<file path="src/hdl/inm_pkg.sv">
// Package: shared types, constants and tables for the intensity mean-difference block.
package inm_pkg;

  localparam int NUM_TRANSFORMS_DEF = 64;
  localparam int COUNT_BITS_DEF     = 24;

  localparam logic [1:0] KIND_LOAD   = 2'd0;
  localparam logic [1:0] KIND_SAMPLE = 2'd1;
  localparam logic [1:0] KIND_FINISH = 2'd2;

  localparam int CORDIC_STEPS = 16;
  localparam logic signed [33:0] CORDIC_GAIN = 34'sd652032874;
  localparam logic signed [21:0] PI_Q16      = 22'sd205887;
  localparam logic signed [21:0] HALF_PI_Q16 = 22'sd102944;
  localparam logic signed [64:0] MEAN_MAX    = 65'sd140737488355327;
  localparam logic signed [64:0] MEAN_MIN    = -65'sd140737488355328;
  localparam logic signed [63:0] SUM_MAX     = 64'sh7FFF_FFFF_FFFF_FFFF;
  localparam logic signed [63:0] SUM_MIN     = 64'sh8000_0000_0000_0000;

  typedef enum logic [1:0] {
    OP_LOAD,
    OP_SAMPLE,
    OP_FINISH
  } op_t;

  typedef struct packed {
    op_t                op;
    logic [5:0]         norm_index;
    logic signed [24:0] x_offset;
    logic signed [24:0] y_offset;
    logic signed [18:0] theta;
    logic signed [19:0] shear;
    logic signed [31:0] x_scale;
    logic signed [31:0] y_scale;
    logic [15:0]        x_raw;
    logic [15:0]        y_raw;
  } item_t;

  typedef struct packed {
    logic signed [24:0] x_offset;
    logic signed [24:0] y_offset;
    logic signed [17:0] cos_v;
    logic signed [17:0] sin_v;
    logic signed [19:0] shear;
    logic signed [31:0] x_scale;
    logic signed [31:0] y_scale;
  } entry_t;

  typedef enum logic [3:0] {
    B_IDLE,
    B_LOAD,
    B_MUL1,
    B_MUL2,
    B_MUL3,
    B_XDIV,
    B_XWAIT,
    B_YDIV,
    B_YWAIT,
    B_ACC,
    B_MDIV,
    B_MWAIT,
    B_OUT
  } back_state_t;

  function automatic logic signed [21:0] atan_q16(input logic [3:0] i);
    logic signed [21:0] r;
    unique case (i)
      4'd0:  r = 22'sd51472;
      4'd1:  r = 22'sd30385;
      4'd2:  r = 22'sd16055;
      4'd3:  r = 22'sd8150;
      4'd4:  r = 22'sd4091;
      4'd5:  r = 22'sd2047;
      4'd6:  r = 22'sd1024;
      4'd7:  r = 22'sd512;
      4'd8:  r = 22'sd256;
      4'd9:  r = 22'sd128;
      4'd10: r = 22'sd64;
      4'd11: r = 22'sd32;
      4'd12: r = 22'sd16;
      4'd13: r = 22'sd8;
      4'd14: r = 22'sd4;
      default: r = 22'sd2;
    endcase
    return r;
  endfunction

endpackage

</file>
<file path="src/hdl/inm_front.sv">
// Front end: accept and classify input items, queue them for the back end.
module inm_front #(
  parameter int NUM_TRANSFORMS = inm_pkg::NUM_TRANSFORMS_DEF
) (
  input  logic                clk,
  input  logic                rst,
  input  logic                in_valid,
  output logic                in_ready,
  input  logic [1:0]          kind,
  input  logic [5:0]          norm_index,
  input  logic signed [24:0]  x_offset,
  input  logic signed [24:0]  y_offset,
  input  logic signed [18:0]  theta,
  input  logic signed [19:0]  shear,
  input  logic signed [31:0]  x_scale,
  input  logic signed [31:0]  y_scale,
  input  logic [15:0]         x_raw,
  input  logic [15:0]         y_raw,
  output logic                q_valid,
  input  logic                q_ready,
  output inm_pkg::item_t      q_item
);
  import inm_pkg::*;

  item_t      fifo [2];
  logic       wp, rp;
  logic [1:0] count;
  logic       in_range, keep, push, pop;
  item_t      cls;

  assign in_ready = (count != 2'd2);
  assign in_range = (32'(norm_index) < NUM_TRANSFORMS);

  always_comb begin
    cls = '{op: OP_FINISH, norm_index: norm_index, x_offset: x_offset, y_offset: y_offset,
            theta: theta, shear: shear, x_scale: x_scale, y_scale: y_scale,
            x_raw: x_raw, y_raw: y_raw};
    keep = 1'b0;
    unique case (kind)
      KIND_LOAD: begin
        cls.op = OP_LOAD;
        keep   = in_range;
      end
      KIND_SAMPLE: begin
        cls.op = OP_SAMPLE;
        keep   = in_range;
      end
      KIND_FINISH: begin
        cls.op = OP_FINISH;
        keep   = 1'b1;
      end
      default: keep = 1'b0;
    endcase
  end

  assign push    = in_valid && in_ready && keep;
  assign q_valid = (count != 2'd0);
  assign pop     = q_valid && q_ready;
  assign q_item  = fifo[rp];

  always_ff @(posedge clk) begin
    if (push) begin
      fifo[wp] <= cls;
    end
  end

  always_ff @(posedge clk) begin
    if (rst) begin
      wp    <= 1'b0;
      rp    <= 1'b0;
      count <= 2'd0;
    end else begin
      if (push) wp <= ~wp;
      if (pop)  rp <= ~rp;
      count <= count + 2'(push) - 2'(pop);
    end
  end

endmodule

</file>
<file path="config.mk">
export PLATFORM = sky130hd
export DESIGN_NAME = inm_front
export DESIGN_NICKNAME = d
export VERILOG_FILES = /design/src/hdl/inm_pkg.sv /design/src/hdl/inm_front.sv
export SDC_FILE = /design/constraint.sdc
export NUM_CORES = 1
export LEC_CHECK = 0
export BUFFER_PORTS_ARGS = -buffer_cell sky130_fd_sc_hd__buf_2
export CORE_AREA = 2 2 205 207
export CTS_CLUSTER_SIZE = 25
export DETAILED_ROUTE_END_ITERATION = 8
export DIE_AREA = 0 0 207 209
export GPL_ROUTABILITY_DRIVEN = 0
export PLACE_DENSITY_LB_ADDON = 0.2
export SLEW_MARGIN = 5
export SYNTH_ARGS = -nofsm -noshare
export SYNTH_HDL_FRONTEND = slang
export SYNTH_SLANG_ARGS = --single-unit
</file>
<file path="constraint.sdc">
create_clock -name clk -period 15.25 [get_ports clk]
set_input_delay 3.8125 -clock clk [delete_from_list [all_inputs] [get_ports clk]]
set_output_delay 3.8125 -clock clk [all_outputs]
set_load 0.02 [all_outputs]
</file>
# Yosys cells after proc, flatten, opt, wreduce, memory -nomap -nowiden
# Memories as Yosys holds them, arrays and structs flattened. A register that Yosys moved wholly into a read port is not among the register bits.
# Index checks and enable logic that the tools add are counted.
# op_classes
n_addsub,2
eq_ne,3
mux,6
n_bitwise,2
n_reduce_logical,6
# op_table
cell,count
$mux 1,5
$pmux 2 s2,1
$logic_and 1x1->1,3
$reduce_or 3->1,1
$add 2x1->2,1
$eq 2x1->1 const B,1
$eq 2x2->1 const B,1
$logic_not 2->1,1
$ne 2x2->1 const B,1
$not 1->1,2
$reduce_bool 2->1,1
$sub 2x1->2,1
# totals
regBits,4
ram_bits,386
inputBits,197
output_inout_bits,195
word_cells,23
memories,1
# memory_table
memory,words,word_bits,rd,rd_ports_with_merged_regs,wr,line,text
fifo,2,193,1,1,1,inm_front.sv:25,item_t fifo [2];

# Logic depth before layout (Yosys ltp)
# logic_depth
word_depth,6
ltp_mapped,6
mapped_depth_nobuf,6

# Worst setup path before layout
# OpenSTA, ideal clock, no wires.
# synth_timing
path_type,input to register
startpoint,input in_valid
endpoint,"memory fifo[0][0] (netlist bit), enable pin"
setup_ns,0.772
t_arrival_ns,12.705
required_time_ns,14.478
slack_ns,1.773
cell_stages,3
path_buffers,0
path_cell_list,a21bo_2 -> a21oi_2 -> nor2b_1
# synth_via
elab_chain_len,4
# synth_rtl
element,line,text
start: declaration,inm_front.sv:7,"input logic in_valid,"
$logic_and 1x1->1 (2 in a row),inm_front.sv:56,assign push = in_valid && in_ready && keep;
$mux 1,inm_front.sv:62,if (push) begin
$mux 1 (not written as such),inm_front.sv:63,fifo[wp] <= cls;
end: declaration,inm_front.sv:25,
# Every way passes these cells.

# Worst setup path after layout
# layout_timing
startpoint,input kind[1]
endpoint,"memory fifo[1][89] (netlist bit), enable pin"
# layout_via
elab_chain_len,6
elab_cells_between_ends,8
cone_classes,2 x eq/ne; 3 x mux; 3 x reduce/logical
# layout_rtl
element,line,text
start: declaration,inm_front.sv:9,"input logic [1:0] kind,"
"$eq 2x2->1, or another cell as far along",inm_front.sv:39,unique case (kind)
$reduce_or 3->1 (no source line) (*),-,
$mux 1 (*),inm_front.sv:39,
$logic_and 1x1->1 (*),inm_front.sv:56,
$mux 1 (*),inm_front.sv:62,
$mux 1 (not written as such) (*),inm_front.sv:63,
# Every way passes the cells marked *; elsewhere a longest branch is shown, timed or not.

==> metrics.csv <==
metric,value,unit
Starting Density,34.4,%
CP Capture Type,flop,
routed len/inst,18.7,microns
"count leader, synth",edfxtp_1,
DRT antenna net count,0,
Synth Warn #,0,
pins over their slew limit,0,
Post-synth top flop,edfxtp_1,
Reg2Reg Capture Point,fifo[1][89],
Final #Nets,1249,
Reg-to-Reg Start,count[0],
Final setup viols,0,
vias in the first global route,7550,
TritonCTS buffer count,43,
Power Density,162,nW/um^2
Slew headroom,29.5,%
1st-iter DRT viols,344,
Syn Area/Cell,22.5,sq um
post-DP HPWL,19.4,mm
CTS tree,done,
area added between synthesis and finish,27.9,%
Leak,6.65,nW
min cycle time layout,6890,ps
HP Class,flop to flop,
clock skew,10.7,ps
fin crit share,45.2,%
Syn Std Cell Area,14200,sq um
sequential-to-total area share from yosys stat,82.4,%
Reg2Reg Depth,5,
Max Freq,0.145,GHz
Clock transition at path regs,60,ps
core area,41300,sq um
clk_lat worst skew,550,ps
status,completed,
actual slew at the worst max-slew pin,1060,ps
Post-CTS Setup Repair Bufs,0,
GRT Util Overall,13.8,%
crit-path max FO,72,
RSZ-0062 raised after global routing,false,
Worst EP required,15410,ps
total number of vias,7340,
synth cell count leaders,"edfxtp_1, mux2_2, buf_4, dfxtp_1, nor2_1",
worst path arrival time,7050,ps
share of cells above drive strength 1,60.7,%
Reg2Reg Setup Slack,11530,ps
first-pass GRT wire length,45.2,mm
largest net degree at the start of global routing,139,
DRT Pass-1 Iters,4,
Top Ports,392,
total power,2.94,mW
clock sink count,391,
number of port buffers,391,
# resized after CTS,0,
fraction of registers with async set/reset,0,%
Synth Register Bits,391,
initial antenna violation count,3,
# rows,75,
Post-synth EDFFs,386,
die height,209,microns
H-tree depth,2,
setup TNS,0,ps
Yosys top cell area share,81.7,%
Residual DRC,0,
"top cells by area, synth","edfxtp_1, mux2_2, buf_4",
Die X,207,microns
synthesized instance count,631,
Cells on Worst Hold Path,2,
total grt overflow,0,
DRT Wirelength,30.3,mm
Root Driver,clkbuf_16,
Worst VDD drop,0.104,mV
Hold Path Sink,rp,
deepest clock path buffer count,3,
worst path cell trace,buf_2 -> a21bo_2 -> a21oi_2 -> and2_4 -> buf_4 -> buf_4,
crit path max-delay cell type,buf_4,
worst hold start,rp,
Yosys top cell by area,edfxtp_1,
Yosys cell types,22,
die area,43300,sq um
Worst Setup Start Kind,input port,
Synthesized Nets,829,
Via density,4.52,
"most used cell, CP",buf_4,
Max Cap Violations,0,
Setup CP Type,input port to flop,
cts hold-fix bufs,0,
post-layout util,44.0,%
largest stage delay on the critical path,860,ps
Final Hold Violating Endpoints,0,
==> report_power, final <==
group	internal (mW)	switching [mW]	total [mW]
Sequential	1.29	0.0326	1.32
Combinational	0.228	0.350	0.579
Clock	0.639	0.397	1.04
Total	2.16	0.780	2.94
==> state kept, by name, indices dropped and copies added, names as in the netlist, named ones only <==
name / flops
fifo: 386
count: 2
rp: 1
wp: 1
==> critical path, delay by kind of cell <==
family	cells	cell delay [ps]
buf+inv	3	1810
simple gates	1	720
compound gates	2	480
==> cells in the final DEF, fill, tap and decap left out, drive strengths merged <==
cell      count
buf         397
edfxtp      386
mux2        194
clkbuf       59
clkinv        9
bufinv        6
nor2          5
dfxtp         5
nor2b         4
diode         3
nand2         3
inv           1
a21bo         1
a21oi         1
or2           1
nand2b        1
o221a         1
and2          1
xor2          1
xnor2         1
o21ai         1
a22oi         1
ha            1
clkinvlp      1
==> cell type report <==
class                   count  area, sq um
multi-input cells         217         2350
clock buffers              59         1180
inverters                   1         3.75
well taps                 539          674
flip-flops and latches    391        11700
diodes                      3         7.51
clock inverters            16          226
fillers                  3762        23100
repair buffers            397         2010
==> metal layers <==
layer | up-vias | GRT usage (%) | routed length [microns]
met2 | 280 | 21.8 | 14400
met5 | - | 0 | 25
met4 | 4 | 5.32 | 755
met3 | 53 | 4.94 | 2790
li1 | 3361 | - | -
met1 | 3642 | 17.3 | 12300
==> worst max-delay path by stage <==
stage / slack [ps] / depth (start not counted) / to / start
global placement: 7650 / 6 / fifo[1][87] / kind[1]
finish: 8360 / 6 / fifo[1][89] / kind[1]
detailed placement: 7680 / 6 / fifo[1][85] / kind[1]
global route: 8060 / 6 / fifo[1][89] / kind[1]
floorplan: 1770 / 3 / fifo[0][0] / in_valid
CTS: 8280 / 6 / fifo[1][89] / kind[1]
==> through the flow <==
stage          instances  hold WS (ps)  area, sq um  worst slack (ps)
5_1_grt             1621           562        18100              8060
3_5_place_dp        1545           501        16700              7680
3_3_place_gp        1545           487        16700              7650
6_report            1623           515        18200              8360
2_1_floorplan        631           472        14200              1770
4_1_cts             1620           516        18100              8280
==> cells by family (layout without fill, tap and decap cells) <==
group                      after synthesis  after routing  synth area share (%)
DFF                                    391            391                  82.4
muxes                                  194            194                  15.4
buffers and inverters                   23            473                  1.09
and+or+nand+nor                         15             15                 0.520
AOI/OAI and AO/OA                        5              5                 0.362
xor gates and xnor gates                 2              2                 0.123
adders and majority gates                1              1                0.0882
other                                    0              3                     0
Note: power is estimated with default switching activity, not from simulation.
